===== config.mk =====
export PLATFORM = sky130hd
export DESIGN_NAME = ppid_mult
export DESIGN_NICKNAME = d
export VERILOG_FILES = /design/src/rtl/positional_pid_controller_assert.svh /design/src/rtl/ppid_pkg.sv /design/src/rtl/ppid_mult.sv
export SDC_FILE = /design/constraint.sdc
export NUM_CORES = 2
export LEC_CHECK = 0
export BUFFER_PORTS_ARGS = -buffer_cell sky130_fd_sc_hd__buf_4
export CAP_MARGIN = 20
export CORE_ASPECT_RATIO = 0.5
export CORE_MARGIN = 2
export CORE_UTILIZATION = 40
export CTS_CLUSTER_DIAMETER = 50
export DETAILED_ROUTE_END_ITERATION = 8
export SYNTH_ARGS = -nofsm -noshare
export SYNTH_HDL_FRONTEND = slang
export SYNTH_SLANG_ARGS = --single-unit
export TNS_END_PERCENT = 10

===== constraint.sdc =====
create_clock -name clk_i -period 12.2 [get_ports clk_i]
set_input_delay 0.61 -clock clk_i [delete_from_list [all_inputs] [get_ports clk_i]]
set_output_delay 0.61 -clock clk_i [all_outputs]
set_load 0.01 [all_outputs]

===== src/rtl/positional_pid_controller_assert.svh =====
// assertion helpers for the pid controller, clocked on clk_i, off during reset
`ifndef POSITIONAL_PID_CONTROLLER_ASSERT_SVH
`define POSITIONAL_PID_CONTROLLER_ASSERT_SVH

// consequent checked in the same cycle as the antecedent
`define PPID_ASSERT_SAME(lbl, ante, cons) \
  lbl: assert property (@(posedge clk_i) disable iff (!rst_ni) (ante) |-> (cons)) \
    else $error("ppid: same-cycle property violated");

// consequent checked in the cycle after the antecedent
`define PPID_ASSERT_NEXT(lbl, ante, cons) \
  lbl: assert property (@(posedge clk_i) disable iff (!rst_ni) (ante) |=> (cons)) \
    else $error("ppid: next-cycle property violated");

`endif


===== src/rtl/ppid_pkg.sv =====
`default_nettype none

package ppid_pkg;

  localparam int GAIN_W     = 32;
  localparam int LIMIT_W    = 16;
  localparam int DRIVE_W    = 32;
  localparam int CFG_IDX_W  = 8;
  localparam int CFG_DATA_W = 32;

  localparam logic signed [GAIN_W-1:0]  PROP_GAIN_RST   = 32'sd1310720;
  localparam logic signed [GAIN_W-1:0]  INTEG_GAIN_RST  = 32'sd0;
  localparam logic signed [GAIN_W-1:0]  DERIV_GAIN_RST  = 32'sd262144;
  localparam logic        [LIMIT_W-1:0] INTEG_LIMIT_RST = 16'd1000;

  localparam logic signed [DRIVE_W-1:0] DRIVE_MAX = 32'sh7FFF_FFFF;
  localparam logic signed [DRIVE_W-1:0] DRIVE_MIN = 32'sh8000_0000;

  typedef enum logic {
    CMD_RUN   = 1'b0,
    CMD_CLEAR = 1'b1
  } cmd_e;

  typedef enum logic [CFG_IDX_W-1:0] {
    CFG_PROP_GAIN   = CFG_IDX_W'(0),
    CFG_INTEG_GAIN  = CFG_IDX_W'(1),
    CFG_DERIV_GAIN  = CFG_IDX_W'(2),
    CFG_INTEG_LIMIT = CFG_IDX_W'(3)
  } cfg_reg_e;

  // status carried from the integrator stage to the output stage
  typedef struct packed {
    logic clear;
    logic integ_clamped;
  } stage_flags_t;

  function automatic int max_w(input int a, input int b);
    return (a > b) ? a : b;
  endfunction

endpackage

`default_nettype wire


===== src/rtl/ppid_mult.sv =====
`default_nettype none

module ppid_mult #(
  parameter int DATA_WIDTH = 16
) (
  input  wire logic                                      clk_i,
  input  wire logic                                      rst_ni,
  input  wire logic                                      in_valid_i,
  output      logic                                      in_ready_o,
  input  wire logic                                      clear_i,
  input  wire logic signed [DATA_WIDTH:0]                err_i,
  input  wire logic signed [DATA_WIDTH+1:0]              diff_i,
  input  wire logic signed [ppid_pkg::GAIN_W-1:0]        prop_gain_i,
  input  wire logic signed [ppid_pkg::GAIN_W-1:0]        integ_gain_i,
  input  wire logic signed [ppid_pkg::GAIN_W-1:0]        deriv_gain_i,
  output      logic                                      out_valid_o,
  input  wire logic                                      out_ready_i,
  output      logic                                      clear_o,
  output      logic signed [ppid_pkg::GAIN_W+DATA_WIDTH:0]   prod_p_o,
  output      logic signed [ppid_pkg::GAIN_W+DATA_WIDTH:0]   prod_i_o,
  output      logic signed [ppid_pkg::GAIN_W+DATA_WIDTH+1:0] prod_d_o
);

  localparam int PROD_W   = ppid_pkg::GAIN_W + DATA_WIDTH + 1;
  localparam int PROD_D_W = ppid_pkg::GAIN_W + DATA_WIDTH + 2;

  logic                       valid_q;
  logic                       accept;
  logic signed [PROD_W-1:0]   prod_p_d;
  logic signed [PROD_W-1:0]   prod_i_d;
  logic signed [PROD_D_W-1:0] prod_d_d;
  logic                       clear_q;
  logic signed [PROD_W-1:0]   prod_p_q;
  logic signed [PROD_W-1:0]   prod_i_q;
  logic signed [PROD_D_W-1:0] prod_d_q;

  assign in_ready_o = !valid_q || out_ready_i;
  assign accept     = in_valid_i && in_ready_o;

  // three independent multipliers, each at most 32 x 18
  assign prod_p_d = PROD_W'(err_i) * PROD_W'(prop_gain_i);
  assign prod_i_d = PROD_W'(err_i) * PROD_W'(integ_gain_i);
  assign prod_d_d = PROD_D_W'(diff_i) * PROD_D_W'(deriv_gain_i);

  always_ff @(posedge clk_i or negedge rst_ni) begin
    if (!rst_ni) begin
      valid_q <= 1'b0;
    end else if (in_ready_o) begin
      valid_q <= in_valid_i;
    end
  end

  always_ff @(posedge clk_i) begin
    if (accept) begin
      clear_q  <= clear_i;
      prod_p_q <= prod_p_d;
      prod_i_q <= prod_i_d;
      prod_d_q <= prod_d_d;
    end
  end

  assign out_valid_o = valid_q;
  assign clear_o     = clear_q;
  assign prod_p_o    = prod_p_q;
  assign prod_i_o    = prod_i_q;
  assign prod_d_o    = prod_d_q;

endmodule

`default_nettype wire


# After elaboration in Yosys (flattened, before gate mapping)
# Cells that the tools add are included.
# word_totals
elab_cells,11
input_bits,136
regBits,150
out_inout_bits,151
# classes
n_reduce_logical,3
mul,3
# ops
operator,n
$mul 17x32->49,2
$mul 18x32->50,1
$logic_and 1x1->1,1
$logic_not 1->1,1
$logic_or 1x1->1,1

# Longest topological paths before layout
# logic_depth
word_depth,3
depth_mapped,26
mapped_depth_nobuf,24

# Worst setup path after synthesis
# No wires, ideal clock.
# synth_path
path_kind,input to register
from,input port err_i[8]
to,register prod_i_q[48] (netlist: prod_i_o[48]) (data pin)
slack_ns,5.265
path_buffers,2
t_arrival_ns,6.671
setup_ns,0.264
t_required_ns,11.936
stages,25
cell_sequence,clkbuf_1 clkbuf_1 nand2_1 fa_1 inv_1 fa_1 inv_1 fa_1 inv_1 fa_1 fa_1 inv_1 fa_1 inv_1 ha_1 nand4_1 nor3_2 o311ai_4 a31oi_4 o31ai_4 o311a_1 o31ai_4 and2_1 o41ai_2 xnor2_1
# synth_between
elab_chain_len,1
# synth_lines
item,line,rtl
start: declaration,ppid_mult.sv:11,"input wire logic signed [DATA_WIDTH:0] err_i,"
$mul 17x32->49,ppid_mult.sv:42,assign prod_i_d = PROD_W'(err_i) * PROD_W'(integ_gain_i);
via prod_i_d[48],ppid_mult.sv:30,logic signed [PROD_W-1:0] prod_i_d;
end signal: assignment,ppid_mult.sv:57,prod_i_q <= prod_i_d;
end: declaration,ppid_mult.sv:34,logic signed [PROD_W-1:0] prod_i_q;
# The timed path passes the listed nets, and every way through them passes these cells.
# A chain may end at the register's enable or synchronous reset.

# Final worst setup path
# layout_path
from,input port err_i[8]
to,register prod_p_q[47] (netlist: prod_p_o[47]) (data pin)
# layout_between
elab_chain_len,1
# layout_lines
item,line,rtl
$mul 17x32->49,ppid_mult.sv:41,assign prod_p_d = PROD_W'(err_i) * PROD_W'(prop_gain_i);
via prod_p_d[47],ppid_mult.sv:29,logic signed [PROD_W-1:0] prod_p_d;
end signal: assignment,ppid_mult.sv:56,prod_p_q <= prod_p_d;
end: declaration,ppid_mult.sv:33,logic signed [PROD_W-1:0] prod_p_q;
# The timed path passes the listed nets, and every way through them passes these cells.

==> run summary <==
status = finished, final reports clean
Worst EP required = 12490 ps
Post-Place Worst Slack = 3915 ps
path class of the lowest-slack min-delay path = primary input to flip-flop
clock tree root driver cell = clkbuf_16
vias in the first global route = 47.06k
Reg2Reg Capture Point = prod_d_o[30]
largest stage delay on the critical path = 660 ps
clock tree from TritonCTS = done
count of H-tree levels built during CTS = 4
R2R Path Start = out_valid_o
clock skew after layout = 28.29 ps
mux share of post-synthesis cell area = 0%
total buffers and inverters traversed by the critical path = 5
total routing usage reported by global routing = 21.10%
endpoint kind of the worst setup timing path = flip-flop
Worst Hold Path Cells = 1
Critical Path, Cell by Cell = buf_4 > buf_4 > nand2_1 > fa_1 > inv_1 > fa_1 > fa_1 > fa_1 > fa_1 > inv_1 > fa_1 > inv_1 > ha_1 > a211oi_1 > o2111ai_1 > a2111oi_0 > nor2_1 > a41o_1 > a21oi_1 > o31ai_1 > o22ai_1 > xnor2_1
final critical-path share of the clock period = 63.76%
initial antenna violation count = 2
synthesis-stage register bit count = 150
via count = 42.43k
1st-pass router iterations = 6
RSZ-0062 raised after global routing = no
full die area = 156600 sq um
count of nets left with antenna violations after detail routing = 0
hold violation total from the final report = 0
post-detailed-route wirelength per cell = 18.14 um
Worst EP arrival = 8070 ps
adder-cell area share of the yosys netlist = 59.23%
Clock transition at path regs = 60 ps
number of design rule violations left after detail routing = 0
Syn Inst Count = 6506
number of flops mapped to enable cells by yosys = 149
Congestion Overflow GR = 0
reg2reg setup slack = 9780 ps
Horiz. Die Dim = 557.7 um
CTS-repair resized insts = 0
placed wire-length estimate after detailed placement = 119200 um
number of port buffers = 286
number of nets produced by synthesis = 8588
violation count after the first detailed-route iteration = 2271
Inserted Clock Buffers = 25
slowest library cell on the worst path = a2111oi_0
final estimated routing congestion in global placement = 0.8535
ratio of routed vias to standard cells = 4.931
Layout fillers = 15.06k
maximum clock frequency = 0.1285 GHz
xor and xnor fraction of the mapped netlist area = 2.114%
count of maximum capacitance violations = 0
first-pass GRT wire length = 256600 um
count of yosys warnings during synthesis = 0
final routed wirelength across all metal layers = 156100 um
distinct cell type count of the synthesized netlist = 81
total negative setup slack = 0 ps
leading cell type in the layout, fill and taps excluded = inv_1
pin slew with the least headroom to its limit = 1001 ps
proportion of synthesized chip area in sequential cells = 7.337%
Syn Std Cell Area = 61320 sq um
final layout net count = 8619
dominant register cell in the synthesized netlist = edfxtp_1
standard-cell row count = 101
class of the most critical setup path = primary input to flip-flop
Max transition margin = 33.29%
start point of the worst hold path = clear_i
number of cells on the worst reg-to-reg path = 3
hold slack = 229.2 ps
simple-gate share of the synthesized area = 15.15%
cell area reported after detailed placement = 65020 sq um
top fanout value on the critical path = 41
count of final setup violators = 0
Post-Layout Inst Area = 65690 sq um
ratio of cells with drive above 1 in the final layout = 5.381%
synthesized area divided by synthesized cell count = 9.426 sq um
maximum number of pins on one net before global-route repair = 65
most frequent cell on the critical path = fa_1
effective utilization at floorplan = 40.34%
buffer levels on the longest clock path = 3
main combinational cell family by area after synthesis = adder cells
number of sinks driven by the clock tree = 150
ys async rst share = 0.6667%
capture endpoint of the worst hold path = clear_o
highest-count cells in the layout ignoring fill and taps = inv_1 (1681), fa_1 (1595), nand2_1 (940)
kind of cell with the highest combined delay on the critical path = adder cells
fin worst setup slack = 4421 ps
CORE AREA = 152000 sq um
IO Pins = 287
post-CTS setup buffer count = 0
Final min period = 7779 ps
signed area change from the synthesized netlist to the final layout = 7.129%
final count of pins violating max slew = 0
Vert. Die Dim = 280.9 um
Setup crit start kind = primary input
Clock Latency Late Sink = 560 ps
synthesized-area fraction occupied by ao, oa, aoi and oai cells = 4.087%
==> metal layers <==
layer | vias up | routed length [um] | share of wire (%) | track usage, %
met5 | - | 7 | 0.0045 | 0
met4 | 2 | 4145 | 2.7 | 5.620
met3 | 219 | 6538 | 4.2 | 2.677
met2 | 931 | 81130 | 52 | 38.02
met1 | 22480 | 64260 | 41 | 26.63
li1 | 18800 | - | - | -
==> worst max path at each step <==
| stage | startpoint | endpoint | slack [ps] | cells past startpoint |
|---|---|---|---|---|
| final | err_i[8] | prod_p_o[47] | 4420 | 22 |
| after floorplan | err_i[8] | prod_i_o[48] | 5260 | 25 |
| after CTS | err_i[16] | prod_p_o[48] | 4530 | 23 |
| after global placement | err_i[16] | prod_p_o[48] | 4040 | 23 |
| after global routing | err_i[2] | prod_p_o[48] | 4070 | 22 |
| after detailed placement | err_i[16] | prod_p_o[48] | 3920 | 23 |
==> layout make-up <==
| type | instances | area (sq um) | share of cell area (%) |
|---|---|---|---|
| inverter | 1682 | 6314 | 9.611 |
| multi-input combinational | 4382 | 49410 | 75.22 |
| sequential | 150 | 4499 | 6.849 |
| clock buffer | 25 | 625.6 | 0.9523 |
| clock inverter | 7 | 33.78 | 0.05142 |
| antenna | 2 | 5.005 | 0.007618 |
| timing repair buffer | 296 | 2225 | 3.386 |
| tap | 2060 | 2577 | 3.923 |
==> cell usage after synthesis, types with 18 or more instances <==
cell type     n  area, sq um
nor2_1      147        551.8
edfxtp_1    149         4474
nand2_1     940         3528
o21ai_0      45        225.2
fa_1       1595        31930
nand2b_1     27        168.9
and2_1      698         4367
o21a_1       18        135.1
xor2_1       36        315.3
nor3_1       20        100.1
a21oi_1     105        525.5
a21o_1       58        435.4
inv_1      1681         6310
ha_1        351         4392
nand3_1      22        110.1
xnor2_1     112        980.9
clkbuf_1    290         1089
==> through the flow <==
step	cells	util, %
floorplan	6506	-
global placement	8569	42.77
detailed placement	8569	42.77
CTS	8602	43.21
global route	8603	43.21
finish	8604	43.21
==> registers in the layout, indices dropped and copies added (netlist names) <==
signal	count
prod_d_o	50
prod_i_o	49
prod_p_o	49
clear_o	1
out_valid_o	1
==> repair_timing <==
action,in CTS,in global routing
hold buffers,1,0
endpoints found under the hold margin,1,0
endpoints found under the setup margin,0,0
==> logic make-up (layout without fill, tap and decap cells) <==
kind of cell    count (synthesis)  after routing
compound gates                365            365
xor+xnor                      148            148
fa+ha+maj                    1946           1946
buf+inv                      1974           2010
flops                         150            150
other cells                     0              2
simple gates                 1923           1923
Power is not shown: default switching activity piles up to over one toggle a cycle in this logic, so the estimate is an artifact.
