### src/rtl/positional_pid_controller_assert.svh
// assertion helpers for the pid controller, clocked on clk_i, off during reset
`ifndef POSITIONAL_PID_CONTROLLER_ASSERT_SVH
`define POSITIONAL_PID_CONTROLLER_ASSERT_SVH

// consequent checked in the same cycle as the antecedent
`define PPID_ASSERT_SAME(lbl, ante, cons) \
  lbl: assert property (@(posedge clk_i) disable iff (!rst_ni) (ante) |-> (cons)) \
    else $error("ppid: same-cycle property violated");

// consequent checked in the cycle after the antecedent
`define PPID_ASSERT_NEXT(lbl, ante, cons) \
  lbl: assert property (@(posedge clk_i) disable iff (!rst_ni) (ante) |=> (cons)) \
    else $error("ppid: next-cycle property violated");

`endif

### src/rtl/ppid_pkg.sv
`default_nettype none

package ppid_pkg;

  localparam int GAIN_W     = 32;
  localparam int LIMIT_W    = 16;
  localparam int DRIVE_W    = 32;
  localparam int CFG_IDX_W  = 8;
  localparam int CFG_DATA_W = 32;

  localparam logic signed [GAIN_W-1:0]  PROP_GAIN_RST   = 32'sd1310720;
  localparam logic signed [GAIN_W-1:0]  INTEG_GAIN_RST  = 32'sd0;
  localparam logic signed [GAIN_W-1:0]  DERIV_GAIN_RST  = 32'sd262144;
  localparam logic        [LIMIT_W-1:0] INTEG_LIMIT_RST = 16'd1000;

  localparam logic signed [DRIVE_W-1:0] DRIVE_MAX = 32'sh7FFF_FFFF;
  localparam logic signed [DRIVE_W-1:0] DRIVE_MIN = 32'sh8000_0000;

  typedef enum logic {
    CMD_RUN   = 1'b0,
    CMD_CLEAR = 1'b1
  } cmd_e;

  typedef enum logic [CFG_IDX_W-1:0] {
    CFG_PROP_GAIN   = CFG_IDX_W'(0),
    CFG_INTEG_GAIN  = CFG_IDX_W'(1),
    CFG_DERIV_GAIN  = CFG_IDX_W'(2),
    CFG_INTEG_LIMIT = CFG_IDX_W'(3)
  } cfg_reg_e;

  // status carried from the integrator stage to the output stage
  typedef struct packed {
    logic clear;
    logic integ_clamped;
  } stage_flags_t;

  function automatic int max_w(input int a, input int b);
    return (a > b) ? a : b;
  endfunction

endpackage

`default_nettype wire

### src/rtl/ppid_out.sv
`default_nettype none

module ppid_out #(
  parameter int DATA_WIDTH     = 16,
  parameter int GAIN_FRAC_BITS = 16
) (
  input  wire logic                                             clk_i,
  input  wire logic                                             rst_ni,
  input  wire logic                                             in_valid_i,
  output      logic                                             in_ready_o,
  input  wire ppid_pkg::stage_flags_t                           flags_i,
  input  wire logic signed [ppid_pkg::GAIN_W+DATA_WIDTH+2:0]    pd_sum_i,
  input  wire logic signed [ppid_pkg::LIMIT_W+GAIN_FRAC_BITS:0] integ_i,
  output      logic                                             res_valid_o,
  input  wire logic                                             res_ready_i,
  output      logic signed [ppid_pkg::DRIVE_W-1:0]              drive_o,
  output      logic                                             integ_clamped_o,
  output      logic                                             drive_saturated_o
);

  localparam int PD_W    = ppid_pkg::GAIN_W + DATA_WIDTH + 3;
  localparam int INTEG_W = ppid_pkg::LIMIT_W + GAIN_FRAC_BITS + 1;
  localparam int TOT_W   = ppid_pkg::max_w(PD_W, INTEG_W) + 1;
  localparam int EXT_W   = ppid_pkg::max_w(TOT_W, ppid_pkg::DRIVE_W + 1);

  logic                                valid_q;
  logic                                accept;
  logic signed [EXT_W-1:0]             total;
  logic signed [EXT_W-1:0]             bias;
  logic signed [EXT_W-1:0]             quot;
  logic signed [ppid_pkg::DRIVE_W-1:0] drive_d;
  logic                                sat_d;
  logic signed [ppid_pkg::DRIVE_W-1:0] drive_q;
  logic                                clamped_q;
  logic                                sat_q;

  assign in_ready_o = !valid_q || res_ready_i;
  assign accept     = in_valid_i && in_ready_o;

  assign total = EXT_W'(pd_sum_i) + EXT_W'(integ_i);
  // truncation toward zero: negative sums get the fraction mask added first
  assign bias  = total[EXT_W-1] ? EXT_W'((64'd1 << GAIN_FRAC_BITS) - 64'd1) : '0;
  assign quot  = (total + bias) >>> GAIN_FRAC_BITS;

  always_comb begin
    sat_d   = 1'b1;
    drive_d = ppid_pkg::DRIVE_MAX;
    priority if (flags_i.clear) begin
      sat_d   = 1'b0;
      drive_d = '0;
    end else if (quot > EXT_W'(ppid_pkg::DRIVE_MAX)) begin
      drive_d = ppid_pkg::DRIVE_MAX;
    end else if (quot < EXT_W'(ppid_pkg::DRIVE_MIN)) begin
      drive_d = ppid_pkg::DRIVE_MIN;
    end else begin
      sat_d   = 1'b0;
      drive_d = ppid_pkg::DRIVE_W'(quot);
    end
  end

  always_ff @(posedge clk_i or negedge rst_ni) begin
    if (!rst_ni) begin
      valid_q <= 1'b0;
    end else if (in_ready_o) begin
      valid_q <= in_valid_i;
    end
  end

  always_ff @(posedge clk_i) begin
    if (accept) begin
      drive_q   <= drive_d;
      clamped_q <= flags_i.integ_clamped;
      sat_q     <= sat_d;
    end
  end

  assign res_valid_o       = valid_q;
  assign drive_o           = drive_q;
  assign integ_clamped_o   = clamped_q;
  assign drive_saturated_o = sat_q;

endmodule

`default_nettype wire

### config.mk
export PLATFORM = sky130hd
export DESIGN_NAME = ppid_out
export DESIGN_NICKNAME = d
export VERILOG_FILES = /design/src/rtl/positional_pid_controller_assert.svh /design/src/rtl/ppid_pkg.sv /design/src/rtl/ppid_out.sv
export SDC_FILE = /design/constraint.sdc
export NUM_CORES = 1
export LEC_CHECK = 0
export BUFFER_PORTS_ARGS = -buffer_cell sky130_fd_sc_hd__buf_2
export CAP_MARGIN = 15
export CELL_PAD_IN_SITES_DETAIL_PLACEMENT = 1
export CELL_PAD_IN_SITES_GLOBAL_PLACEMENT = 2
export CORE_MARGIN = 4
export CORE_UTILIZATION = 33
export DETAILED_ROUTE_END_ITERATION = 10
export HOLD_SLACK_MARGIN = 0.12
export PLACE_DENSITY_LB_ADDON = 0.1
export SYNTH_ARGS = -nofsm -noshare
export SYNTH_HDL_FRONTEND = slang
export SYNTH_SLANG_ARGS = --single-unit
### constraint.sdc
create_clock -name clk_i -period 3.9 [get_ports clk_i]
set_input_delay 0.78 -clock clk_i [delete_from_list [all_inputs] [get_ports clk_i]]
set_output_delay 0.78 -clock clk_i [all_outputs]
set_load 0.1 [all_outputs]
# Word-level counts from Yosys, hierarchy flattened
# Cells that the tools add are included.
# totals
output_inout_bits	36
reg_bits	35
word_cells	18
# op_classes
magnitude_cmp	2
n_mux	5
reduce_logical	4
add_sub_neg	2
# op_table
op	n
$add 51x33->52	1
$add 52x17->52	1
$gt 36x32->1 const B	1
$lt 36x32->1 const B	1
$mux 32	1
$mux 31	1
$mux 16	1
$mux 1	2
$reduce_or 2->1	1
$logic_and 1x1->1	1
$logic_not 1->1	1
$logic_or 1x1->1	1

# Depth between registers and ports, before layout
# depth
ltp_word	6
mapped_depth	26

# Least setup slack after synthesis
# Ideal clock, no wire load.
# synth_timing
path_type	input port to flip-flop
start	input port pd_sum_i[6] (netlist name)
end	register drive_q, in the netlist drive_o[5] (data pin)
arrival_ps	5627
path_stages	26
setup_slack_ps	-1996
t_required_ps	3631
path_buffers	5
path_cell_list	ha_1 -> buf_2 -> a21oi_2 -> o211ai_1 -> and3_1 -> clkbuf_1 -> o211ai_1 -> a31oi_1 -> a31o_2 -> buf_2 -> inv_1 -> ha_1 -> o21ai_0 -> a22oi_1 -> a21oi_1 -> o21ai_0 -> o31ai_1 -> or3b_2 -> mux2i_1 -> or4_1 -> buf_2 -> nor2_2 -> a211o_1 -> nand4b_1 -> buf_2 -> o41ai_2
# synth_via
elab_chain_len	6
elab_cells_between_ends	7
classes_between	add/sub: 2; order compare: 2; mux: 3
# synth_lines
item	line_no	rtl
from (decl)	ppid_out.sv:12	input wire logic signed [ppid_pkg::GAIN_W+DATA_WIDTH+2:0] pd_sum_i,
$add 51x33->52 (*)	ppid_out.sv:40	assign total = EXT_W'(pd_sum_i) + EXT_W'(integ_i);
$mux 16	ppid_out.sv:42	assign bias = total[EXT_W-1] ? EXT_W'((64'd1 << GAIN_FRAC_BITS) - 64'd1) : '0;
$add 52x17->52 (*)	ppid_out.sv:43	assign quot = (total + bias) >>> GAIN_FRAC_BITS;
$lt 36x32->1	ppid_out.sv:53	end else if (quot < EXT_W'(ppid_pkg::DRIVE_MIN)) begin
$mux 32	ppid_out.sv:53	
$mux 31 (*)	ppid_out.sv:51	end else if (quot > EXT_W'(ppid_pkg::DRIVE_MAX)) begin
to (signal assigned)	ppid_out.sv:71	drive_q <= drive_d;
to (decl)	ppid_out.sv:33	logic signed [ppid_pkg::DRIVE_W-1:0] drive_q;
# Mark *: on every way between the ends. The rest lies on a longest branch, timed or not.
# A chain may end at the register's enable or synchronous reset.

# Final worst setup path
# layout_timing
start	input port pd_sum_i[12] (netlist name)
end	register drive_q, in the netlist drive_o[29] (data pin)
# The elaborated chain is that of the path after synthesis.

==> summary.md <==
| Metric | Value |
|---|---|
| Status | finished with violations |
| Failing checks | negative setup slack |
| Worst hold path type | input pin to async pin |
| Clock Power Share | 14.8% |
| Largest area contributor in the netlist | edfxtp_1 |
| Syn Nets | 958 |
| Ys Warns | 0 |
| CORE AREA | 19400 sq um |
| Number of synthesized register bits | 35 |
| Slew Limit Headroom | 59.2% |
| Number of synthesized flops with an enable pin | 34 |
| RD Place Congestion | 0.915 |
| Critical path class | input pin to flop |
| Crit-path max FO | 8 |
| ANT cells | 0 |
| Crit start category | input pin |
| Final Slew Violations | 0 |
| Sequential fraction of the synthesis area | 16.1% |
| 1st-iter DRT viols | 410 |
| Final instance area | 10700 sq um |
| DR DRC count | 0 |
| Max-Cap Viols | 0 |
| Root Driver | clkbuf_16 |
| Seq pwr share | 13.7% |
| Layout overhead on the synthesized area | 65.4% |
| Worst-path clk slew | 0.06 ns |
| CTS Buf Count | 5 |
| Pleak | 4.87 nW |
| Ports | 126 |
| Vias in the first global route | 8946 |
| Via density | 5.49 |
| Clock Tree Buf Depth | 2 |
| Antenna viol nets, final | 0 |
| Most frequent cells after synthesis | 74 x nand2_1, 68 x a21oi_1, 60 x ha_1 |
| Placement Setup Slack | -2.22 ns |
| Period utilisation layout | 141% |
| Setup-failing EPs final | 33 |
| Via count | 8330 |
| Req. time, crit path | 3.93 ns |
| Unrepaired setup endpoints after global routing | true |
| Iteration count of the initial detailed-routing pass | 5 |
| Largest net degree at the start of global routing | 35 |
| Reg2Reg Setup Slack | 2.52 ns |
| Die extent in x | 148 um |
| Clk_skew | 0.00418 ns |
| Die height | 148 um |
| Post-layout min period | 5.51 ns |
| Worst setup EP type | flop |
| Setup ws final | -1.61 ns |
| Internal Power | 0.00197 W |
| CTS Hold Bufs | 0 |
| PortBufs | 125 |
| Mean Syn Cell Area | 8.03 sq um |
| Sw Ratio | 45.3% |
| Initial Utilization | 33.4% |
| Row count | 51 |
| H-tree depth | 2 |
| Dpl hpwl | 24300 um |
| Final hold vios | 0 |
| Synth Cell Area | 6480 sq um |
| Least-Margin Pin Slew | 0.605 ns |
| CTS tree | yes |
| Post-Syn Instances | 807 |
| CP arrival | 5.54 ns |
| Setup_tns | -51.29 ns |
| Util after Layout | 55.3% |
| FFs w/ async S/R, synth | 2.86% |
| Combinational power share | 71.4% |
| Clk_lat worst skew | 0.29 ns |
| Unique masters post-synth | 92 |
| Total Power | 0.00361 W |
| Clock sink count | 35 |
| Average wire per standard cell | 19.8 um |
| Peak VDD IR | 0.175 mV |
| DP Area | 9860 sq um |
| Final #Nets | 1402 |
| Synth top area share | 15.7% |
| Antenna violations before repair | 0 |
| Routed wire length | 30000 um |
| Total gr overflow | 0 |
| First-pass GRT wire length | 47200 um |
| Die Area | 22000 sq um |
| Sw power | 0.00164 W |
| Synth area leaders | edfxtp_1 16%, ha_1 12%, o31ai_2 5.6%, a21oi_1 5.2%, nand2_1 4.3% |
| Most frequent cell after synthesis | nand2_1 |
| GRT Total Usage | 26.3% |
| Pwr/cell area | 337 nW/um^2 |
| Share of cells above drive strength 1 | 48.7% |
| Top_reg_cell synth | edfxtp_1 |
| Fmax | 0.181 GHz |
## power groups by stage
stage          clock network (W)  logic, W  registers (W)
5_1_grt                 0.000549   0.00275       0.000500
3_3_place_gp                   0   0.00220       0.000498
6_report                0.000535   0.00258       0.000496
3_5_place_dp                   0   0.00229       0.000502
2_1_floorplan                  0   0.00106       0.000822
4_1_cts                 0.000524   0.00246       0.000495
## timing repair
action                                  4_1_cts  5_1_grt
gates cloned                                  4        2
hold endpoints to repair                      0        0
gates resized for setup                      59       10
pin swaps                                     9        2
setup buffers                                19        4
endpoints found under the setup margin       33       33
## state kept, by name (all words and copies together) (netlist names)
| signal | count |
|---|---|
| drive_o | 32 |
| drive_saturated_o | 1 |
| integ_clamped_o | 1 |
| res_valid_o | 1 |
## cells by family (layout without fill, tap and decap cells)
logic type,after synthesis,count (layout),share of synthesized area [%]
compound gates,276,276,32.2
xor+xnor,59,59,8.09
fa+ha+maj,61,61,11.9
buf+inv,58,503,4.28
flops,35,35,16.1
mux,9,9,1.51
simple gates,309,309,25.9
## placed cells by master, fill, tap and decap left out, types with 27 or more instances in the layout
master    netlist  final
o31ai_2        29     28
buf_4           3    342
xnor2_1        31     31
edfxtp_1       34     34
a21oi_1        68     62
nand2_1        74     73
ha_1           60     43
nor2_1         55     52
o21ai_0        35     28
buf_2          21    124
xor2_1         27     27
## layer usage
layer | up-vias | part of all wire (%) | GRT usage, %
met4 | 0 | 1.7 | 5.36
met3 | 32 | 4.1 | 1.28
met2 | 237 | 48 | 45.9
met1 | 4038 | 46 | 36.4
met5 | - | 0 | 0
li1 | 4023 | - | -
## critical path, stage by stage
cell and delay (ns):
buf_2 0.10, ha_1 0.30, a21oi_1 0.28, o211ai_1 0.15
a21boi_2 0.28, nand2b_2 0.23, a31oi_4 0.12, a31o_4 0.27
inv_8 0.12, ha_4 0.22, a21oi_1 0.14, o211ai_1 0.12
a21oi_1 0.18, o21ai_0 0.11, o31ai_1 0.20, or3b_4 0.44
mux2i_4 0.20, or4_4 0.20, buf_4 0.12, nor2_2 0.04
a211o_1 0.29, nand4b_1 0.17, buf_6 0.15, buf_12 0.11
buf_8 0.12, o31ai_4 0.08
## area by class of cell
type / count / area [sq um]
tap: 265 / 332
multi-input combinational: 714 / 5580
inverter: 12 / 52.6
fill: 2389 / 8670
timing repair buffer: 483 / 3520
clock inverter: 3 / 67.6
clock buffer: 5 / 125
sequential: 35 / 1050
## final timing paths
kind                                to  depth (start not counted)          from
max                        drive_o[29]                         26  pd_sum_i[12]
min                        res_valid_o                          1        rst_ni
max reg2reg                drive_o[26]                          3   res_valid_o
min reg2reg                res_valid_o                          2   res_valid_o
max in group asynchronous  res_valid_o                          1        rst_ni
min in group clk_i         res_valid_o                          2   res_valid_o
## through the flow
| stage | cells | hold slack (ns) |
|---|---|---|
| finish | 1517 | 0.253 |
| global placement | 1480 | 0.499 |
| CTS | 1511 | 0.260 |
| global route | 1517 | 0.254 |
| floorplan | 807 | 0.484 |
| detailed placement | 1480 | 0.534 |
Note: power is estimated with default switching activity, not from simulation.
