## src/rtl/positional_pid_controller_assert.svh

```systemverilog
// assertion helpers for the pid controller, clocked on clk_i, off during reset
`ifndef POSITIONAL_PID_CONTROLLER_ASSERT_SVH
`define POSITIONAL_PID_CONTROLLER_ASSERT_SVH

// consequent checked in the same cycle as the antecedent
`define PPID_ASSERT_SAME(lbl, ante, cons) \
  lbl: assert property (@(posedge clk_i) disable iff (!rst_ni) (ante) |-> (cons)) \
    else $error("ppid: same-cycle property violated");

// consequent checked in the cycle after the antecedent
`define PPID_ASSERT_NEXT(lbl, ante, cons) \
  lbl: assert property (@(posedge clk_i) disable iff (!rst_ni) (ante) |=> (cons)) \
    else $error("ppid: next-cycle property violated");

`endif

```

## src/rtl/ppid_pkg.sv

```systemverilog
`default_nettype none

package ppid_pkg;

  localparam int GAIN_W     = 32;
  localparam int LIMIT_W    = 16;
  localparam int DRIVE_W    = 32;
  localparam int CFG_IDX_W  = 8;
  localparam int CFG_DATA_W = 32;

  localparam logic signed [GAIN_W-1:0]  PROP_GAIN_RST   = 32'sd1310720;
  localparam logic signed [GAIN_W-1:0]  INTEG_GAIN_RST  = 32'sd0;
  localparam logic signed [GAIN_W-1:0]  DERIV_GAIN_RST  = 32'sd262144;
  localparam logic        [LIMIT_W-1:0] INTEG_LIMIT_RST = 16'd1000;

  localparam logic signed [DRIVE_W-1:0] DRIVE_MAX = 32'sh7FFF_FFFF;
  localparam logic signed [DRIVE_W-1:0] DRIVE_MIN = 32'sh8000_0000;

  typedef enum logic {
    CMD_RUN   = 1'b0,
    CMD_CLEAR = 1'b1
  } cmd_e;

  typedef enum logic [CFG_IDX_W-1:0] {
    CFG_PROP_GAIN   = CFG_IDX_W'(0),
    CFG_INTEG_GAIN  = CFG_IDX_W'(1),
    CFG_DERIV_GAIN  = CFG_IDX_W'(2),
    CFG_INTEG_LIMIT = CFG_IDX_W'(3)
  } cfg_reg_e;

  // status carried from the integrator stage to the output stage
  typedef struct packed {
    logic clear;
    logic integ_clamped;
  } stage_flags_t;

  function automatic int max_w(input int a, input int b);
    return (a > b) ? a : b;
  endfunction

endpackage

`default_nettype wire

```

## src/rtl/ppid_front.sv

```systemverilog
`default_nettype none

module ppid_front #(
  parameter int DATA_WIDTH = 16
) (
  input  wire logic                           clk_i,
  input  wire logic                           rst_ni,
  input  wire logic                           in_valid_i,
  output      logic                           in_ready_o,
  input  wire logic                           command_i,
  input  wire logic signed [DATA_WIDTH-1:0]   measured_i,
  input  wire logic signed [DATA_WIDTH-1:0]   setpoint_i,
  output      logic                           out_valid_o,
  input  wire logic                           out_ready_i,
  output      logic                           clear_o,
  output      logic signed [DATA_WIDTH:0]     err_o,
  output      logic signed [DATA_WIDTH+1:0]   diff_o
);

  localparam int ERR_W  = DATA_WIDTH + 1;
  localparam int DIFF_W = DATA_WIDTH + 2;

  logic                     valid_q;
  logic                     accept;
  logic                     clear_d;
  logic signed [ERR_W-1:0]  err_d;
  logic signed [DIFF_W-1:0] diff_d;
  logic signed [ERR_W-1:0]  prev_err_q;
  logic                     clear_q;
  logic signed [ERR_W-1:0]  err_q;
  logic signed [DIFF_W-1:0] diff_q;

  assign in_ready_o = !valid_q || out_ready_i;
  assign accept     = in_valid_i && in_ready_o;

  assign clear_d = (command_i == ppid_pkg::CMD_CLEAR);
  assign err_d   = ERR_W'(setpoint_i) - ERR_W'(measured_i);
  assign diff_d  = DIFF_W'(err_d) - DIFF_W'(prev_err_q);

  always_ff @(posedge clk_i or negedge rst_ni) begin
    if (!rst_ni) begin
      valid_q    <= 1'b0;
      prev_err_q <= '0;
    end else begin
      if (in_ready_o) begin
        valid_q <= in_valid_i;
      end
      if (accept) begin
        prev_err_q <= clear_d ? '0 : err_d;
      end
    end
  end

  always_ff @(posedge clk_i) begin
    if (accept) begin
      clear_q <= clear_d;
      err_q   <= err_d;
      diff_q  <= diff_d;
    end
  end

  assign out_valid_o = valid_q;
  assign clear_o     = clear_q;
  assign err_o       = err_q;
  assign diff_o      = diff_q;

endmodule

`default_nettype wire

```

## config.mk

```make
export PLATFORM = sky130hd
export DESIGN_NAME = ppid_front
export DESIGN_NICKNAME = d
export VERILOG_FILES = /design/src/rtl/positional_pid_controller_assert.svh /design/src/rtl/ppid_pkg.sv /design/src/rtl/ppid_front.sv
export SDC_FILE = /design/constraint.sdc
export NUM_CORES = 1
export LEC_CHECK = 0
export BUFFER_PORTS_ARGS = -buffer_cell sky130_fd_sc_hd__buf_2
export CORE_MARGIN = 1
export CORE_UTILIZATION = 55
export DETAILED_ROUTE_END_ITERATION = 6
export GPL_TIMING_DRIVEN = 0
export PLACE_DENSITY_LB_ADDON = 0.2
export RECOVER_POWER = 50
export SKIP_LAST_GASP = 1
export SLEW_MARGIN = 20
export SYNTH_ARGS = -nofsm -noshare
export SYNTH_HDL_FRONTEND = slang
export SYNTH_SLANG_ARGS = --single-unit
```

## constraint.sdc

```tcl
create_clock -name clk_i -period 3 [get_ports clk_i]
set_input_delay 0.3 -clock clk_i [delete_from_list [all_inputs] [get_ports clk_i]]
set_output_delay 0.3 -clock clk_i [all_outputs]
set_load 0.02 [all_outputs]
```

Word-level counts from Yosys, hierarchy flattened
Index checks and enable logic that the tools add are counted.
{"block": "word_totals", "reg_bits": 54, "in_bits": 37, "output_inout_bits": 38, "word_cells": 11}
{"block": "classes", "n_addsub": 2, "muxes": 1, "reduce_logical": 3}
{"operator": "subtractor 17 x 17 -> 18 bit", "n": 1}
{"operator": "2-to-1 mux 17 bit", "n": 1}
{"operator": "subtractor 16 x 16 -> 17 bit", "n": 1}
{"operator": "logical AND 1 bit", "n": 1}
{"operator": "zero test 1 bit", "n": 1}
{"operator": "logical OR 1 bit", "n": 1}

Longest topological paths before layout
Gate-level depths: netlist of the first run.
{"block": "depth", "depth_word": 3, "ltp_mapped": 16, "mapped_depth_nobuf": 16}

Worst setup path before layout of the first run
Ideal clock, no wire load.
{"block": "synth_path", "path_kind": "input port to flip-flop", "from": "in setpoint_i[0]", "to": "reg diff_q[16], in the netlist diff_o[16], data pin", "setup_ps": 269, "arrival_ps": 3142, "t_required_ps": 2731, "setup_slack_ps": -410, "stages": 16, "n_path_buf": 0, "path_cell_list": "inv_1 ha_1 inv_1 fa_1 a211oi_2 o21bai_1 a31o_2 a21oi_1 xnor2_1 ha_1 a21o_1 a21oi_1 nor2b_1 a211oi_1 o31ai_1 xor2_1"}
{"block": "synth_between", "elab_chain_len": 2}
{"element": "start: declaration", "line_no": "ppid_front.sv:12", "source": "input wire logic signed [DATA_WIDTH-1:0] setpoint_i,"}
{"element": "subtractor 16 x 16 -> 17 bit", "line_no": "ppid_front.sv:37", "source": "assign err_d = ERR_W'(setpoint_i) - ERR_W'(measured_i);"}
{"element": "via err_d[8]", "line_no": "ppid_front.sv:26", "source": "logic signed [ERR_W-1:0] err_d;"}
{"element": "subtractor 17 x 17 -> 18 bit", "line_no": "ppid_front.sv:38", "source": "assign diff_d = DIFF_W'(err_d) - DIFF_W'(prev_err_q);"}
{"element": "via diff_d[16]", "line_no": "ppid_front.sv:27", "source": "logic signed [DIFF_W-1:0] diff_d;"}
{"element": "end signal: assignment", "line_no": "ppid_front.sv:58", "source": "diff_q <= diff_d;"}
{"element": "end: declaration", "line_no": "ppid_front.sv:31", "source": "logic signed [DIFF_W-1:0] diff_q;"}
The timed path passes the listed nets, and every way through them passes these cells.
A chain may end at the register's enable or synchronous reset.

Worst setup path in the final report of the first run
{"block": "layout_path", "from": "in setpoint_i[0]", "to": "reg diff_q[13], in the netlist diff_o[13], data pin"}
Same word-level chain as after synthesis.

==> out/results.ini, run 1 <==
[setup_path]
cpPeakStageDelay_ns=0.38
crit_chain=buf_8 > inv_12 > ha_4 > inv_2 > fa_2 > a211oi_2 > o21bai_2 > a31o_4 > a21oi_4 > xnor2_2 > ha_1 > a21o_1 > a21oi_2 > buf_4 > nand2_2 > a21oi_2 > o31ai_2 > xor2_1
r2r_cells=9
crit_required_ns=3.06
cp-end-kind=flip-flop
timing.rr.end=diff_o[16]$_DFFE_PP_
path_buf_inv=4
crit_top_cell=a21oi_2
startpoint=setpoint_i[0]
cp_data_arrival_time_ns=3.20
worstPathMaxFanout=3
critical_path.top_delay_family=compound AO/OA/AOI/OAI gates
r2r_slack_ns=0.74
cp_slowest_cell=fa_2
cp-start-kind=input pin
path_class=input pin to flip-flop
rr_startpoint=prev_err_q[0]$_DFFE_PN0P_

[routing]
vias_per_cell=5.50
drc=0
ant_nets=0
drt_iter0_drc=151
finalWirelength_um=7810
vias=2847
wl_per_cell_um=15.1
dr.pass1.iters=4

[clock_network]
clock_latency_ns=0.31
clk_pin_slew_worst_paths_ns=0.10
htreeDepth=2
cts_tree=done
cts_max_path_buffers=2
root_buffer=clkbuf_8
clkSinkCount=54
cts_buffers=5

[grt]
grt_max_degree=25
antenna_found_initial=0
grt_usage_pct=24.0
grt_pass1_vias=2704
grt-ovfl-total=0
grt_pass1_wl_um=12200

[worst_hold_path]
hp-class=input pin to flip-flop
hold_start=in_valid_i
whs_path_depth=2
holdPathEnd=out_valid_o$_DFFE_PN0N_

[floorplanning]
die_h_um=81.4
start_util_pct=57.9
std_cell_rows=28
die_w_um=81.4
coreArea_mm2=0.00599
dieArea_mm2=0.00662
pin_count=75

[synthesis]
yosys.area.top_type_share_pct=31.2
avgSynthCellArea_um2=10.3
async_reset_ff_share_pct=33.3
synth_nets=409
ys.warnings.count=0
synth_top_area_cell=edfxtp_1
ys_ff_latch=54
syn_area_mm2=0.00347
synthFlopType=edfxtp_1
synthTopCellsByArea=edfxtp_1, dfrtp_1, ha_1
synth-edff-count=36
synthCells=337
ys_types=49
ys_seq_area_share_pct=44.2

[status]
status=finished, violations left
violations=negative setup slack

[sta]
slew_headroom_pct=36.8
period_needed_ns=3.14
finalClockSkew_ns=0.00566
rsz0062_at_grt=true
worst_slew_pin_slew_ns=0.949
fin_crit_sh_pct=105
fmax_ghz=0.319
setup_viol=7
setup_slack_ns=-0.139
slew_viol_final=0
hold_violations=0

[finish]
layout.nets=514
multiInputGateArea_mm2=0.00199
fin_area_mm2=0.00451
fillers=398
antenna_cells=0
drive_above_1_share_pct=38.8
regArea_mm2=0.00153
fin_util_pct=75.3
syn2layout_area_growth_pct=30.1

[placement]
dp_hpwl_um=5420
placed_area_mm2=0.00402
numPortBuffers=74
gp_congestion=0.814
dpl_worst_slack_ns=-0.624

[pwr]
seqPwrFrac_pct=34.0
powerDensity_mw_per_mm2=672
p_leak_uw=0.00204
intPower_uw=1890
total_power_uw=3030
ir_drop_uv=389
netSwitchingFraction_pct=37.7
combPwrFrac_pct=51.6
clkPwrFrac_pct=14.4
p_sw_uw=1140

[flow_run]
drv_cap=0

[power by group through the flow]
stage | combinational, µW | sequential, µW | clock [µW]
floorplan | 819 | 1180 | 0
global placement | 1210 | 1050 | 0
detailed placement | 1250 | 1050 | 0
CTS | 1360 | 1030 | 442
global route | 1690 | 1050 | 458
finish | 1560 | 1030 | 435
[repair_timing]
action | CTS | global route
setup endpoints to repair | 9 | 9
setup buffers | 13 | 9
cloned | 0 | 0
pin swaps | 16 | 26
hold buffers | 1 | 0
resized for setup | 14 | 37
endpoints found under the hold margin | 18 | 0
[cell usage after synthesis, types with 2 or more instances]
| cell type | count |
|---|---|
| ha_1 | 33 |
| o21bai_1 | 5 |
| nor3_1 | 8 |
| nand3_1 | 8 |
| inv_1 | 44 |
| nand2_1 | 19 |
| o22ai_1 | 2 |
| buf_6 | 2 |
| a211oi_2 | 2 |
| edfxtp_1 | 36 |
| o21a_1 | 7 |
| nand2b_1 | 6 |
| or2_2 | 2 |
| a21o_1 | 10 |
| a22o_1 | 6 |
| dfrtp_1 | 18 |
| a211oi_1 | 4 |
| o31ai_1 | 6 |
| a21o_2 | 2 |
| o21ai_0 | 17 |
| a31o_2 | 3 |
| a31oi_1 | 2 |
| nor4_1 | 2 |
| nor2b_1 | 3 |
| and3_1 | 5 |
| a21oi_1 | 24 |
| xnor2_1 | 14 |
| o41ai_2 | 2 |
| fa_1 | 2 |
| xor2_1 | 10 |
| nor2_1 | 15 |
[cells in the final DEF, fill, tap and decap left out, drive strengths merged, types with 6 or more instances in the layout]
cell / synthesis / routed
xnor2: 14 / 14
o31ai: 6 / 6
buf: 2 / 97
dfrtp: 18 / 18
o21ai: 18 / 18
ha: 33 / 33
xor2: 10 / 10
o21a: 7 / 7
clkbuf: 2 / 10
nand3: 8 / 8
nand2b: 6 / 6
edfxtp: 36 / 36
a21o: 12 / 12
inv: 44 / 46
nor3: 8 / 8
a21oi: 25 / 25
nand2: 19 / 19
nor2: 16 / 16
a22o: 6 / 6
a211oi: 6 / 6
[routing by layer]
layer  track usage (%)  share of wire [%]
met5                 0                  0
met1              31.9                 45
met4              8.21                1.7
met3              2.36                3.4
met2              40.5                 50
[cell families (layout without fill, tap and decap cells)]
group	Yosys count	after routing	share of synthesized area [%]
buffers and inverters	48	154	5.74
adder cells (fa/ha/maj)	35	35	13.1
AND/OR/NAND/NOR	75	75	10.8
AO/OA/AOI/OAI	101	101	20.1
flip-flops	54	54	44.2
XOR/XNOR	24	24	6.06
[area by class of cell]
class                           count  area share, %
Sequential cell                    54           34.0
Clock buffer                        6           1.83
Multi-Input combinational cell    235           44.2
Buffer                              4          0.777
Tap cell                           75           2.08
Inverter                           44           3.94
Clock inverter                      2          0.333
Timing Repair Buffer               98           12.9
[registers in the layout, indices dropped and copies added (netlist names)]
signal       cells
err_o           17
out_valid_o      1
clear_o          1
prev_err_q      17
diff_o          18
[through the flow]
stage	std cells	TNS [ns]	hold slack, ns
CTS	509	-0.218	0.207
global route	518	-1.36	0.209
detailed placement	487	-4.67	0.250
global placement	486	-4.33	0.253
finish	518	-0.629	0.219
floorplan	337	-0.229	0.00441
[worst max path at each step]
stage	cells past startpoint	slack (ns)	end
final	18	-0.14	diff_o[13]$_DFFE_PP_
after global routing	18	-0.22	diff_o[13]$_DFFE_PP_
after CTS	15	-0.07	diff_o[16]$_DFFE_PP_
after detailed placement	17	-0.62	diff_o[16]$_DFFE_PP_
after global placement	17	-0.60	diff_o[16]$_DFFE_PP_
after floorplan	16	-0.1	diff_o[16]$_DFFE_PP_
Note: power is estimated with default switching activity, not from simulation.
==> run 2, diff against run 1 <==
==> constraint.sdc (replaced) <==
create_clock -name clk_i -period 3 [get_ports clk_i]
set_input_delay 0.75 -clock clk_i [delete_from_list [all_inputs] [get_ports clk_i]]
set_output_delay 0.75 -clock clk_i [all_outputs]
set_load 0.02 [all_outputs]
==> run 2 against run 1 <==
- the run still ends with negative setup slack left
- critical path depth is the same
- clock power grew 4.8%
- die area is the same
- count of clock-buffer cells in the layout is the same
- first-iteration DRC count grew 7.3%
- worst hold slack gained 0.30 ns
- largest cell class unchanged
- highest routed layer unchanged
==> out/results.ini, run 2 (synthesized netlist as in run 1, its figures left out) <==
[placement]
gp_congestion=0.866
numPortBuffers=74
dp_hpwl_um=5410
placed_area_mm2=0.00404

[clock_network]
clk_pin_slew_worst_paths_ns=0.10
cts_tree=done
root_buffer=clkbuf_8
clock_latency_ns=0.32
htreeDepth=2
cts_buffers=5
clkSinkCount=54
holdBufCountCts=0
cts_max_path_buffers=2

[sta]
slew_viol_final=0
finalClockSkew_ns=0.00993
fin_crit_sh_pct=122
rsz0062_at_grt=true
holdWs_ns=0.518
fmax_ghz=0.272
setup_slack_ns=-0.671
setup_viol=11
slew_headroom_pct=33.6
worst_slew_pin_slew_ns=0.995
period_needed_ns=3.67
hold_violations=0

[flow_run]
drv_cap=0

[routing]
vias=3031
wl_per_cell_um=17.6
drt_iter0_drc=162
finalWirelength_um=9290
dr.pass1.iters=4
vias_per_cell=5.73
drc=0
ant_nets=0

[setup_path]
cp-start-kind=input pin
r2r_slack_ns=0.57
crit_required_ns=3.07
rr_startpoint=prev_err_q[0]$_DFFE_PN0P_
cp-end-kind=flip-flop
cp_data_arrival_time_ns=3.74
timing.rr.end=diff_o[16]$_DFFE_PP_
r2r_cells=9
worstPathMaxFanout=3
path_class=input pin to flip-flop

[worst_hold_path]
holdPathEnd=prev_err_q[0]$_DFFE_PN0P_
hold_start=prev_err_q[0]$_DFFE_PN0P_
hp-class=flip-flop to flip-flop
whs_path_depth=2

[floorplanning]
pin_count=75
coreArea_mm2=0.00599
die_w_um=81.4
dieArea_mm2=0.00662
std_cell_rows=28
start_util_pct=57.9
die_h_um=81.4

[grt]
grt_pass1_vias=2866
grt-ovfl-total=0
grt_usage_pct=26.5
antenna_found_initial=0
grt_max_degree=29
grt_pass1_wl_um=13300

[finish]
layout_commonest_cell=inv_1
regArea_mm2=0.00153
drive_above_1_share_pct=34.4
fillers=378
layout.nets=525
fin_area_mm2=0.00472
antenna_cells=0
mostFrequentLayoutCells=inv_1, clkbuf_1, edfxtp_1
syn2layout_area_growth_pct=36.2
largest_reg_flops=18
multiInputGateArea_mm2=0.00217

[pwr]
ir_drop_uv=422
powerDensity_mw_per_mm2=703
total_power_uw=3320
p_leak_uw=0.00202

[status]
status=finished, violations left
violations=negative setup slack

run 2: cell types whose count changed in the layout (fill, tap and decap cells not counted), moves of 3 or more:
cell,delta
a21oi_1,-3
a21oi_4,+3
buf_2,-37
buf_4,+10
clkbuf_1,+39
ha_2,-3
ha_4,+5
o21ai_2,+3
run 2: cell type report:
type                    instances  area share [%]
plain buffers                   4           0.557
clock buffers                   6            1.99
clock inverters                 2           0.212
inverters                      44            3.76
multi-input cells             235            46.0
flip-flops and latches         54            32.4
well taps                      75            1.99
repair buffers                109            13.0
run 2: power by group:
part / total [µW] / switching, µW / internal [µW]
clock: 456 / 244 / 213
sequential: 1040 / 41.5 / 998
combinational: 1820 / 1020 / 804
run 2: worst max path at each step:
stage	start	endpoint	slack [ns]	cells after the start
4_1_cts	setpoint_i[0]	diff_o[16]$_DFFE_PP_	-0.50	17
2_1_floorplan	setpoint_i[0]	diff_o[16]$_DFFE_PP_	-0.55	16
3_3_place_gp	setpoint_i[0]	diff_o[16]$_DFFE_PP_	-1.00	17
6_report	setpoint_i[0]	diff_o[15]$_DFFE_PP_	-0.67	18
3_5_place_dp	setpoint_i[0]	diff_o[16]$_DFFE_PP_	-1.06	17
5_1_grt	setpoint_i[0]	diff_o[15]$_DFFE_PP_	-0.74	18
run 2: critical path: stages:
cell	delay, ns
buf_8	0.11
inv_12	0.04
ha_4	0.12
inv_2	0.04
fa_2	0.35
a211oi_2	0.25
o21bai_2	0.12
a31o_2	0.23
a21oi_2	0.16
xnor2_2	0.15
ha_1	0.29
a21o_1	0.21
a21oi_2	0.25
nor2b_2	0.11
buf_4	0.14
o21bai_1	0.13
a31oi_1	0.13
xor2_1	0.17
run 2: per-stage QoR:
stage | util (%) | cells | setup TNS (ns) | setup slack (ns)
global placement | 67.1 | 486 | -23.53 | -1.00
CTS | 75.4 | 520 | -3.67 | -0.499
detailed placement | 67.4 | 487 | -9.67 | -1.06
global route | 78.8 | 529 | -6.17 | -0.736
floorplan | - | 337 | -4.03 | -0.548
finish | 78.8 | 529 | -5.04 | -0.671
run 2: repair_timing:
item                                    in CTS  in global routing
gates cloned                                 0                  0
gates resized for setup                     37                 39
endpoints found under the setup margin      11                 13
pin swaps                                   34                 27
setup buffers                               25                  9
run 2: routing by layer:
| layer | wire length, µm | vias to the layer above | GRT usage (%) | share of wire, % |
|---|---|---|---|---|
| met3 | 552 | 35 | 3.37 | 5.9 |
| met4 | 294 | 0 | 7.68 | 3.2 |
| li1 | - | 1447 | - | - |
| met5 | 0 | - | 0 | 0 |
| met2 | 4680 | 130 | 46.6 | 50 |
| met1 | 3770 | 1419 | 33.9 | 41 |
